## src/rtl/core/vpin_order_flow_toxicity_unit_defines.svh

```systemverilog
// Assertion macros shared by the VPIN toxicity unit RTL.
`ifndef VPIN_ORDER_FLOW_TOXICITY_UNIT_DEFINES_SVH
`define VPIN_ORDER_FLOW_TOXICITY_UNIT_DEFINES_SVH

`ifndef SYNTHESIS

// Same-cycle implication, checked outside reset.
`define VPIN_ASSERT_IMPLY(label, clk, rst, ante, cons) \
   label: assert property (@(posedge clk) disable iff (rst) (ante) |-> (cons)) \
      else $error("vpin assertion failed");

// Next-cycle implication, checked outside reset.
`define VPIN_ASSERT_NEXT(label, clk, rst, ante, cons) \
   label: assert property (@(posedge clk) disable iff (rst) (ante) |=> (cons)) \
      else $error("vpin assertion failed");

`else

`define VPIN_ASSERT_IMPLY(label, clk, rst, ante, cons)
`define VPIN_ASSERT_NEXT(label, clk, rst, ante, cons)

`endif

`endif

```

## src/rtl/core/vpin_pkg.sv

```systemverilog
// Shared constants and types of the VPIN toxicity unit.
`timescale 1ns / 1ps
`default_nettype none

package vpin_pkg;

   localparam int QUANTITY_BITS    = 32;
   localparam int FRACTION_BITS    = 16;
   localparam int BUCKET_SIZE_BITS = 12;
   localparam int COUNT_BITS       = 32;

   // Bucket volume holds a full bucket of maximum quantities.
   localparam int VOL_BITS   = QUANTITY_BITS + BUCKET_SIZE_BITS;
   localparam int SUM_BITS   = FRACTION_BITS + COUNT_BITS;
   localparam int QUOT_BITS  = FRACTION_BITS + 1;
   localparam int DIV_BITS   = (VOL_BITS > COUNT_BITS) ? VOL_BITS : COUNT_BITS;
   localparam int STEP_BITS  = $clog2(QUOT_BITS + 1);

   localparam logic [BUCKET_SIZE_BITS-1:0] BUCKET_SIZE_RESET = BUCKET_SIZE_BITS'(50);
   localparam logic [QUOT_BITS-1:0]        ONE_FRAC  = {1'b1, {FRACTION_BITS{1'b0}}};
   localparam logic [COUNT_BITS-1:0]       COUNT_MAX = '1;
   localparam logic [SUM_BITS-1:0]         SUM_MAX   = '1;
   localparam logic [STEP_BITS-1:0]        FRAC_STEPS = STEP_BITS'(FRACTION_BITS);
   localparam logic [STEP_BITS-1:0]        MEAN_STEPS = STEP_BITS'(QUOT_BITS);

   typedef struct packed {
      logic start;
      logic mean_mode;
   } div_req_type;

   typedef struct packed {
      logic busy;
      logic done;
   } div_status_type;

endpackage

`default_nettype wire

```

## src/rtl/core/vpin_divider.sv

```systemverilog
// Shared restoring divider, one quotient bit per cycle, clamped to 1.0.
`timescale 1ns / 1ps
`default_nettype none

`include "vpin_order_flow_toxicity_unit_defines.svh"

module vpin_divider (
   input  logic                               clock,
   input  logic                               reset,
   input  vpin_pkg::div_req_type              req,
   input  logic [vpin_pkg::DIV_BITS-1:0]      dividend_hi,
   input  logic [vpin_pkg::QUOT_BITS-1:0]     dividend_lo,
   input  logic [vpin_pkg::DIV_BITS-1:0]      divisor,
   output vpin_pkg::div_status_type           status,
   output logic [vpin_pkg::QUOT_BITS-1:0]     quotient
);
   import vpin_pkg::*;

   typedef enum logic [1:0] {DIV_IDLE, DIV_RUN, DIV_DONE} div_state_type;

   div_state_type          state_ff, state_in;
   logic [DIV_BITS-1:0]    rem_ff, rem_in;
   logic [DIV_BITS-1:0]    divisor_ff, divisor_in;
   logic [QUOT_BITS-1:0]   lo_ff, lo_in;
   logic [QUOT_BITS-1:0]   quot_ff, quot_in;
   logic [STEP_BITS-1:0]   steps_ff, steps_in;

   logic [DIV_BITS:0]      trial;
   logic [DIV_BITS+1:0]    trial_diff;
   logic                   take;

   // Shift in the next dividend bit and try the subtract
   assign trial      = {rem_ff, lo_ff[QUOT_BITS-1]};
   assign trial_diff = {1'b0, trial} - {2'b00, divisor_ff};
   assign take       = ~trial_diff[DIV_BITS+1];

   // Sequence the steps
   always_comb begin
      state_in   = state_ff;
      rem_in     = rem_ff;
      divisor_in = divisor_ff;
      lo_in      = lo_ff;
      quot_in    = quot_ff;
      steps_in   = steps_ff;
      unique case (state_ff)
         DIV_IDLE: begin
            if (req.start) begin
               divisor_in = divisor;
               rem_in     = dividend_hi;
               lo_in      = dividend_lo;
               quot_in    = '0;
               steps_in   = req.mean_mode ? MEAN_STEPS : FRAC_STEPS;
               // quotient would reach or pass one: saturate at once
               if (dividend_hi >= divisor) begin
                  quot_in  = ONE_FRAC;
                  state_in = DIV_DONE;
               end else begin
                  state_in = DIV_RUN;
               end
            end
         end
         DIV_RUN: begin
            rem_in   = take ? trial_diff[DIV_BITS-1:0] : trial[DIV_BITS-1:0];
            lo_in    = {lo_ff[QUOT_BITS-2:0], 1'b0};
            quot_in  = {quot_ff[QUOT_BITS-2:0], take};
            steps_in = steps_ff - STEP_BITS'(1);
            if (steps_ff == STEP_BITS'(1)) begin
               state_in = DIV_DONE;
            end
         end
         DIV_DONE: begin
            state_in = DIV_IDLE;
         end
         default: begin
            state_in = DIV_IDLE;
         end
      endcase
   end

   // Hold state and operands
   always_ff @(posedge clock) begin
      if (reset) begin
         state_ff <= DIV_IDLE;
         steps_ff <= '0;
      end else begin
         state_ff <= state_in;
         steps_ff <= steps_in;
      end
      rem_ff     <= rem_in;
      divisor_ff <= divisor_in;
      lo_ff      <= lo_in;
      quot_ff    <= quot_in;
   end

   assign status.busy = (state_ff != DIV_IDLE);
   assign status.done = (state_ff == DIV_DONE);
   assign quotient    = (quot_ff > ONE_FRAC) ? ONE_FRAC : quot_ff;

   `VPIN_ASSERT_IMPLY(a_rem_below_divisor, clock, reset, state_ff == DIV_RUN, rem_ff < divisor_ff)
   `VPIN_ASSERT_IMPLY(a_run_has_steps, clock, reset, state_ff == DIV_RUN, steps_ff != '0)
   `VPIN_ASSERT_IMPLY(a_quot_in_range, clock, reset, status.done, quotient <= ONE_FRAC)

endmodule

`default_nettype wire

```

## src/rtl/core/vpin_order_flow_toxicity_unit.sv

```systemverilog
// Top level of the VPIN order flow toxicity unit: sequencer and bucket state.
`timescale 1ns / 1ps
`default_nettype none

// Trades enter one beat at a time and are grouped into buckets of csr_write_data
// trades (a size of zero acts as one). A trade that closes a bucket keeps req_stall
// high until the bucket is settled, using the shared restoring divider for the
// fraction when the bucket has volume, and a trade that ends the sequence also holds
// it through the mean before its result beat is loaded. The divider produces one
// quotient bit per cycle. The result sits in an output register, so the next
// sequence may start while it waits on rsp_stall. Write the bucket size only while
// the unit is idle.
`include "vpin_order_flow_toxicity_unit_defines.svh"

module vpin_order_flow_toxicity_unit (
   input  logic                                     clock,
   input  logic                                     reset,
   input  logic                                     csr_write_enable,
   input  logic [vpin_pkg::BUCKET_SIZE_BITS-1:0]    csr_write_data,
   input  logic                                     req_valid,
   output logic                                     req_stall,
   input  logic                                     req_trade_side,
   input  logic [vpin_pkg::QUANTITY_BITS-1:0]       req_trade_quantity,
   input  logic                                     req_last_trade,
   output logic                                     rsp_valid,
   input  logic                                     rsp_stall,
   output logic [vpin_pkg::QUOT_BITS-1:0]           rsp_vpin,
   output logic [vpin_pkg::COUNT_BITS-1:0]          rsp_full_buckets,
   output logic [vpin_pkg::COUNT_BITS-1:0]          rsp_counted_buckets,
   output logic                                     rsp_too_few_trades
);
   import vpin_pkg::*;

   typedef enum logic [2:0] {
      ST_IDLE, ST_TOTAL, ST_DIFF, ST_FRAC_START, ST_FRAC_WAIT,
      ST_MEAN_START, ST_MEAN_WAIT, ST_EMIT
   } seq_state_type;

   seq_state_type                  state_ff, state_in;
   logic [BUCKET_SIZE_BITS-1:0]    size_ff, size_in;
   logic [VOL_BITS-1:0]            buy_ff, buy_in;
   logic [VOL_BITS-1:0]            sell_ff, sell_in;
   logic [BUCKET_SIZE_BITS-1:0]    trades_ff, trades_in;
   logic [SUM_BITS-1:0]            imb_ff, imb_in;
   logic [COUNT_BITS-1:0]          full_ff, full_in;
   logic [COUNT_BITS-1:0]          counted_ff, counted_in;
   logic                           last_ff, last_in;
   logic [VOL_BITS-1:0]            total_ff, total_in;
   logic [VOL_BITS-1:0]            diff_ff, diff_in;
   logic [QUOT_BITS-1:0]           mean_ff, mean_in;
   logic                           rsp_valid_ff, rsp_valid_in;
   logic [QUOT_BITS-1:0]           rsp_vpin_ff, rsp_vpin_in;
   logic [COUNT_BITS-1:0]          rsp_full_ff, rsp_full_in;
   logic [COUNT_BITS-1:0]          rsp_counted_ff, rsp_counted_in;
   logic                           rsp_too_few_ff, rsp_too_few_in;

   logic                           req_beat;
   logic [BUCKET_SIZE_BITS-1:0]    size_eff;
   logic [BUCKET_SIZE_BITS:0]      count_inc;
   logic                           bucket_close;
   logic [VOL_BITS-1:0]            qty_ext;
   logic [VOL_BITS:0]              buy_minus_sell;
   logic [SUM_BITS:0]              imb_add;
   logic                           rsp_free;

   div_req_type                    div_req;
   div_status_type                 div_status;
   logic [DIV_BITS-1:0]            div_hi;
   logic [QUOT_BITS-1:0]           div_lo;
   logic [DIV_BITS-1:0]            div_divisor;
   logic [QUOT_BITS-1:0]           div_quotient;

   assign req_stall = (state_ff != ST_IDLE);
   assign req_beat  = req_valid & ~req_stall;
   assign rsp_free  = ~rsp_valid_ff | ~rsp_stall;

   // Bucket bookkeeping for the incoming trade
   assign size_eff       = (size_ff == '0) ? BUCKET_SIZE_BITS'(1) : size_ff;
   assign count_inc      = {1'b0, trades_ff} + (BUCKET_SIZE_BITS + 1)'(1);
   assign bucket_close   = (count_inc >= {1'b0, size_eff});
   assign qty_ext        = VOL_BITS'(req_trade_quantity);
   assign buy_minus_sell = {1'b0, buy_ff} - {1'b0, sell_ff};
   assign imb_add        = {1'b0, imb_ff} + (SUM_BITS + 1)'(div_quotient);

   // Steer the shared divider: bucket fraction or sequence mean
   always_comb begin
      div_req.start     = (state_ff == ST_FRAC_START) ||
                          ((state_ff == ST_MEAN_START) && (counted_ff != '0));
      div_req.mean_mode = (state_ff == ST_MEAN_START);
      if (div_req.mean_mode) begin
         div_hi      = DIV_BITS'(imb_ff[SUM_BITS-1:QUOT_BITS]);
         div_lo      = imb_ff[QUOT_BITS-1:0];
         div_divisor = DIV_BITS'(counted_ff);
      end else begin
         div_hi      = DIV_BITS'(diff_ff);
         div_lo      = '0;
         div_divisor = DIV_BITS'(total_ff);
      end
   end

   vpin_divider u_divider (
      .clock       (clock),
      .reset       (reset),
      .req         (div_req),
      .dividend_hi (div_hi),
      .dividend_lo (div_lo),
      .divisor     (div_divisor),
      .status      (div_status),
      .quotient    (div_quotient)
   );

   // Sequence one trade
   always_comb begin
      state_in       = state_ff;
      size_in        = size_ff;
      buy_in         = buy_ff;
      sell_in        = sell_ff;
      trades_in      = trades_ff;
      imb_in         = imb_ff;
      full_in        = full_ff;
      counted_in     = counted_ff;
      last_in        = last_ff;
      total_in       = total_ff;
      diff_in        = diff_ff;
      mean_in        = mean_ff;
      rsp_valid_in   = rsp_valid_ff & rsp_stall;
      rsp_vpin_in    = rsp_vpin_ff;
      rsp_full_in    = rsp_full_ff;
      rsp_counted_in = rsp_counted_ff;
      rsp_too_few_in = rsp_too_few_ff;

      if (csr_write_enable) begin
         size_in = csr_write_data;
      end

      unique case (state_ff)
         ST_IDLE: begin
            if (req_beat) begin
               if (req_trade_side) begin
                  sell_in = sell_ff + qty_ext;
               end else begin
                  buy_in = buy_ff + qty_ext;
               end
               last_in = req_last_trade;
               if (bucket_close) begin
                  trades_in = '0;
                  full_in   = (full_ff == COUNT_MAX) ? full_ff : full_ff + COUNT_BITS'(1);
                  state_in  = ST_TOTAL;
               end else begin
                  trades_in = count_inc[BUCKET_SIZE_BITS-1:0];
                  state_in  = req_last_trade ? ST_MEAN_START : ST_IDLE;
               end
            end
         end
         ST_TOTAL: begin
            total_in = buy_ff + sell_ff;
            state_in = ST_DIFF;
         end
         ST_DIFF: begin
            // take the magnitude and empty the bucket
            diff_in = buy_minus_sell[VOL_BITS] ? (sell_ff - buy_ff)
                                               : buy_minus_sell[VOL_BITS-1:0];
            buy_in  = '0;
            sell_in = '0;
            if (total_ff == '0) begin
               state_in = last_ff ? ST_MEAN_START : ST_IDLE;
            end else begin
               state_in = ST_FRAC_START;
            end
         end
         ST_FRAC_START: begin
            state_in = ST_FRAC_WAIT;
         end
         ST_FRAC_WAIT: begin
            if (div_status.done) begin
               imb_in     = imb_add[SUM_BITS] ? SUM_MAX : imb_add[SUM_BITS-1:0];
               counted_in = (counted_ff == COUNT_MAX) ? counted_ff
                                                      : counted_ff + COUNT_BITS'(1);
               state_in   = last_ff ? ST_MEAN_START : ST_IDLE;
            end
         end
         ST_MEAN_START: begin
            if (counted_ff == '0) begin
               mean_in  = '0;
               state_in = ST_EMIT;
            end else begin
               state_in = ST_MEAN_WAIT;
            end
         end
         ST_MEAN_WAIT: begin
            if (div_status.done) begin
               mean_in  = div_quotient;
               state_in = ST_EMIT;
            end
         end
         ST_EMIT: begin
            // load the result beat once the output register frees, then clear
            if (rsp_free) begin
               rsp_valid_in   = 1'b1;
               rsp_vpin_in    = mean_ff;
               rsp_full_in    = full_ff;
               rsp_counted_in = counted_ff;
               rsp_too_few_in = (full_ff == '0);
               buy_in         = '0;
               sell_in        = '0;
               trades_in      = '0;
               imb_in         = '0;
               full_in        = '0;
               counted_in     = '0;
               state_in       = ST_IDLE;
            end
         end
         default: begin
            state_in = ST_IDLE;
         end
      endcase
   end

   // Hold sequencer state, bucket state and the result register
   always_ff @(posedge clock) begin
      if (reset) begin
         state_ff     <= ST_IDLE;
         size_ff      <= BUCKET_SIZE_RESET;
         buy_ff       <= '0;
         sell_ff      <= '0;
         trades_ff    <= '0;
         imb_ff       <= '0;
         full_ff      <= '0;
         counted_ff   <= '0;
         last_ff      <= 1'b0;
         rsp_valid_ff <= 1'b0;
      end else begin
         state_ff     <= state_in;
         size_ff      <= size_in;
         buy_ff       <= buy_in;
         sell_ff      <= sell_in;
         trades_ff    <= trades_in;
         imb_ff       <= imb_in;
         full_ff      <= full_in;
         counted_ff   <= counted_in;
         last_ff      <= last_in;
         rsp_valid_ff <= rsp_valid_in;
      end
      total_ff       <= total_in;
      diff_ff        <= diff_in;
      mean_ff        <= mean_in;
      rsp_vpin_ff    <= rsp_vpin_in;
      rsp_full_ff    <= rsp_full_in;
      rsp_counted_ff <= rsp_counted_in;
      rsp_too_few_ff <= rsp_too_few_in;
   end

   assign rsp_valid           = rsp_valid_ff;
   assign rsp_vpin            = rsp_vpin_ff;
   assign rsp_full_buckets    = rsp_full_ff;
   assign rsp_counted_buckets = rsp_counted_ff;
   assign rsp_too_few_trades  = rsp_too_few_ff;

   `VPIN_ASSERT_IMPLY(a_div_start_idle, clock, reset, div_req.start, !div_status.busy)
   `VPIN_ASSERT_IMPLY(a_counted_le_full, clock, reset, 1'b1, counted_ff <= full_ff)
   `VPIN_ASSERT_IMPLY(a_too_few_is_zero, clock, reset, rsp_valid_ff && rsp_too_few_ff, rsp_full_ff == '0 && rsp_vpin_ff == '0)
   `VPIN_ASSERT_NEXT(a_emit_clears, clock, reset, state_ff == ST_EMIT && rsp_free, full_ff == '0 && imb_ff == '0 && rsp_valid_ff)

endmodule

`default_nettype wire

```

## config.mk

```make
export PLATFORM = sky130hd
export DESIGN_NAME = vpin_order_flow_toxicity_unit
export DESIGN_NICKNAME = d
export VERILOG_FILES = /design/src/rtl/core/vpin_pkg.sv /design/src/rtl/core/vpin_divider.sv /design/src/rtl/core/vpin_order_flow_toxicity_unit.sv
export VERILOG_INCLUDE_DIRS = /design/src /design/src/rtl/core
export SDC_FILE = /design/constraint.sdc
export NUM_CORES = 2
export LEC_CHECK = 0
export BUFFER_PORTS_ARGS = -buffer_cell sky130_fd_sc_hd__buf_2
export CAP_MARGIN = 25
export CORE_MARGIN = 2
export CORE_UTILIZATION = 59
export CTS_BUF_LIST = sky130_fd_sc_hd__clkbuf_8
export DETAILED_ROUTE_END_ITERATION = 6
export GPL_ROUTABILITY_DRIVEN = 0
export PLACE_DENSITY = 0.76
export SYNTH_ARGS = -nofsm -noshare
export SYNTH_HDL_FRONTEND = slang
export SYNTH_SLANG_ARGS = --single-unit
```

## constraint.sdc

```tcl
create_clock -name clock -period 6.8 [get_ports clock]
set_input_delay 1.36 -clock clock [delete_from_list [all_inputs] [get_ports clock]]
set_output_delay 1.36 -clock clock [all_outputs]
set_load 0.005 [all_outputs]
```

==> run_results.csv <==
group,metric,value,unit
critical_path,crit_top_cell,"buf_4",
logic_synthesis,netlist_top_cells_area,"edfxtp_1 25%, dfxtp_1 13%, ha_1 11%, a21oi_1 5.5%, xnor2_1 4.4%",
floorplan,die_height,255,µm
logic_synthesis,postSynthRegisterBits,545,
run_status,outcome,"finished clean",
global_routing,gr-usage-all-layers,31.6,%
sta,tns,0,ps
clock_tree,cts_htree_levels,3,
routing,route.vias.total,32500,
logic_synthesis,synth_ff_type,"edfxtp_1",
logic_synthesis,yosysTopAreaCellShare,25.0,%
placement,hpwlAfterDp,78300,µm
critical_path,worst_path_largest_cell_delay,730,ps
sta,drv_slew,0,
sta,tightest_slew,1170,ps
global_routing,grt_max_degree,76,
clock_tree,post-cts-setup-buffer-count,0,
logic_synthesis,synthesis.area_per_instance,8.77,µm²
logic_synthesis,netlist_instances,4235,
global_routing,grt_first_pass_wirelength,162000,µm
logic_synthesis,synth.distinct_cells,87,
floorplan,core_area,61900,µm²
floorplan,die-width,255,µm
routing,viasPerCell,6.22,
critical_path,crit_path_max_fanout,21,
sta,max_slew_margin,20.9,%
placement,place_worst_setup_slack,1490,ps
sta,report.final.setup_viol,0,
logic_synthesis,total_nets_after_synthesis,4611,
critical_path,crit_required,7400,ps
routing,route.detailed.drc,0,
sta,clock_skew,44.3,ps
routing,antenna_violating_nets_post_route,0,
final_layout,fillers,5146,
min_path,worst_hold_path_type,"reg2reg",
routing,drt_iter0_drc,3125,
critical_path,worst-endpoint-arrival,5990,ps
logic_synthesis,synth_edf_count,309,
floorplan,floorplan.rows,91,
critical_path,worst_setup_end_kind,"flip-flop",
placement,placement.io_buffers,134,
flow_run,cap_violations,0,
sta,fmax,186,MHz
clock_tree,tritoncts,"yes",
final_layout,layout_area_growth_over_synthesis,9.03,%
clock_tree,cts.sinks,545,
routing,routedWlPerCell,19.9,µm
clock_tree,clockBufferDepth,3,
sta,layout_worst_path_cycle_share,79.2,%
clock_tree,clk-insertion-delay-late,710,ps
sta,timing_hold_violations_final,0,
routing,total_length_of_routed_wires,104000,µm
logic_synthesis,syn_area,37100,µm²
clock_tree,ctsResizeCount,0,
clock_tree,cts_buffers,91,
sta,min_period,5390,ps
critical_path,worst_setup_path_start_kind,"flip-flop",
final_layout,design.final.nets,4686,
clock_tree,clk_root_buffer_cell,"clkbuf_8",
logic_synthesis,ys.warnings.count,0,
global_routing,overflow,0,
logic_synthesis,postSynth.asyncResetShare,0,%
final_layout,drive_above_1_share,8.64,%
pwr,vdd_drop_max,507,µV
critical_path,critical_path_class,"reg2reg",
pwr,powerDensity,463,nW/µm²
global_routing,vias_in_the_first_global_route,30200,
critical_path,crit_path_cell_trace,"inv_1 > a41oi_1 > nor2b_1 > ha_1 > fa_1 > a21o_1 > a21oi_1 > o21bai_1 > a2111oi_1 > o31ai_1 > o311ai_1 > buf_4 > nor4_2 > buf_4 > nor2_2 > nand2_1 > o221a_2",
logic_synthesis,post-synth-top-area-cell,"edfxtp_1",
clock_tree,holdBufCountCts,0,
floorplan,die_area,64900,µm²
critical_path,critical-path-slowest-cell,"a41oi_1",
floorplan,io_pins,135,
pwr,power_leakage,16.9,nW
global_routing,grt_antenna_before_repair,2,
routing,drt-pass1-iter-count,6,
sta,setup_ws,1410,ps
clock_tree,path_clk_slew,60,ps
logic_synthesis,seq_area_frac_synth,37.7,%
sta,holdWs,417,ps
sta,rsz0062_at_grt,"false",
floorplan,initial_core_util,59.9,%
-- power breakdown --
part | switching [mW] | total (mW) | internal [mW]
combinational | 6.69 | 10.7 | 3.99
sequential | 0.459 | 4.88 | 4.42
clock | 1.42 | 3.16 | 1.74
total | 8.57 | 18.7 | 10.2
-- worst max-delay path: cells and delay by family, from the launching register on --
family | cells | cell delay, ps
AO/OA/AOI/OAI | 8 | 2740
AND/OR/NAND/NOR | 4 | 800
buffers and inverters | 3 | 580
flip-flops | 1 | 490
adder cells (fa/ha/maj) | 2 | 660
-- registers in the layout, summed over array words and instances, names as in the netlist, 2 cells and up --
name,count
buy_ff,44
u_divider.rem_ff,44
state_ff,3
diff_ff,44
mean_ff,17
rsp_counted_buckets,32
rsp_full_buckets,32
counted_ff,32
u_divider.state_ff,2
trades_ff,12
rsp_vpin,17
imb_ff,48
u_divider.lo_ff,17
size_ff,12
u_divider.divisor_ff,44
full_ff,32
total_ff,44
u_divider.quot_ff,17
sell_ff,44
u_divider.steps_ff,5
-- synthesized netlist by cell type (9+ instances only) --
master / instances
o21a_1: 31
edfxtp_1: 309
a21o_1: 131
nor3_1: 86
mux2i_1: 65
a22oi_1: 39
nand2_1: 327
nor2b_1: 55
inv_1: 287
a21oi_1: 406
o41ai_1: 10
or2_2: 11
dfxtp_1: 236
nor4b_1: 9
or3_1: 26
and2_1: 67
xor2_1: 79
xnor2_1: 185
nand3_1: 112
nor2_1: 381
ha_1: 318
clkbuf_1: 149
and4_1: 14
buf_2: 13
o31ai_1: 17
or4_1: 10
and3_1: 39
nor4_1: 58
o21ai_0: 267
buf_1: 19
nand2b_1: 38
a2111oi_0: 11
mux2_2: 27
a31oi_1: 39
o211ai_1: 30
o221ai_1: 11
a211oi_1: 46
o21bai_1: 60
a22o_1: 15
nand4_1: 74
-- cells by family (layout without fill, tap and decap cells) --
group	after synthesis	in the layout	synth area share, %
simple gates	1328	1328	17.3
xor+xnor	264	264	6.23
flops	545	545	37.7
buf+inv	473	625	4.86
other cells	0	2	0
mux	92	92	2.57
fa+ha+maj	325	325	11.1
compound gates	1208	1208	20.3
-- through the flow --
stage,cell area (µm²),power [mW],cells,utilization (%)
floorplan,37100,12.4,4235,-
global placement,38400,15.0,5047,62.0
detailed placement,38400,15.2,5050,62.1
CTS,40400,18.3,5220,65.3
global route,40500,19.8,5226,65.4
finish,40500,18.7,5226,65.4
-- cells in the final DEF (no fill, tap or decap), types with 46 or more instances in the layout --
cell and n:
a211oi_1 46, a21o_1 131, nand2_1 324, nand3_1 112, inv_1 314, a21oi_1 405, nand4_1 74, nor4_1 57
nor2_1 379, dfxtp_1 236, buf_2 135, nor3_1 86, and2_1 65, o21bai_1 60, edfxtp_1 309, mux2i_1 65
clkbuf_8 105, xor2_1 79, nor2b_1 54, o21ai_0 267, xnor2_1 185, ha_1 318
-- final timing paths --
kind	endpoint	slack [ps]	start	depth (start not counted)
worst min-delay path	rsp_vpin[9]$_DFFE_PP_	420	mean_ff[9]$_SDFFCE_PN0P_	0
worst max register to register	imb_ff[23]$_SDFFE_PP0P_	1410	u_divider.quot_ff[16]$_DFFE_PP_	17
worst min register to register	rsp_vpin[9]$_DFFE_PP_	420	mean_ff[9]$_SDFFCE_PN0P_	0
worst max-delay path	imb_ff[23]$_SDFFE_PP0P_	1410	u_divider.quot_ff[16]$_DFFE_PP_	17
-- layout make-up --
class                           count  area (µm²)  share of cell area, %
Antenna cell                        2        5.00                 0.0124
Clock buffer                      105        1450                   3.57
Clock inverter                     65         538                   1.33
Inverter                          290        1090                   2.70
Multi-Input combinational cell   3217       21400                   52.9
Sequential cell                   545       14000                   34.6
Tap cell                          837        1050                   2.59
Timing Repair Buffer              165         933                   2.31
-- layer usage --
metal  global-route usage [%]  vias up  routed length, µm
met5                        0        -                  0
met1                     43.3    15200              44100
met3                     4.83      316               8990
li1                         -    15500                  -
met2                     50.1     1552              46400
met4                     13.1        0               4380
Power figures use the tool's default switching activity.
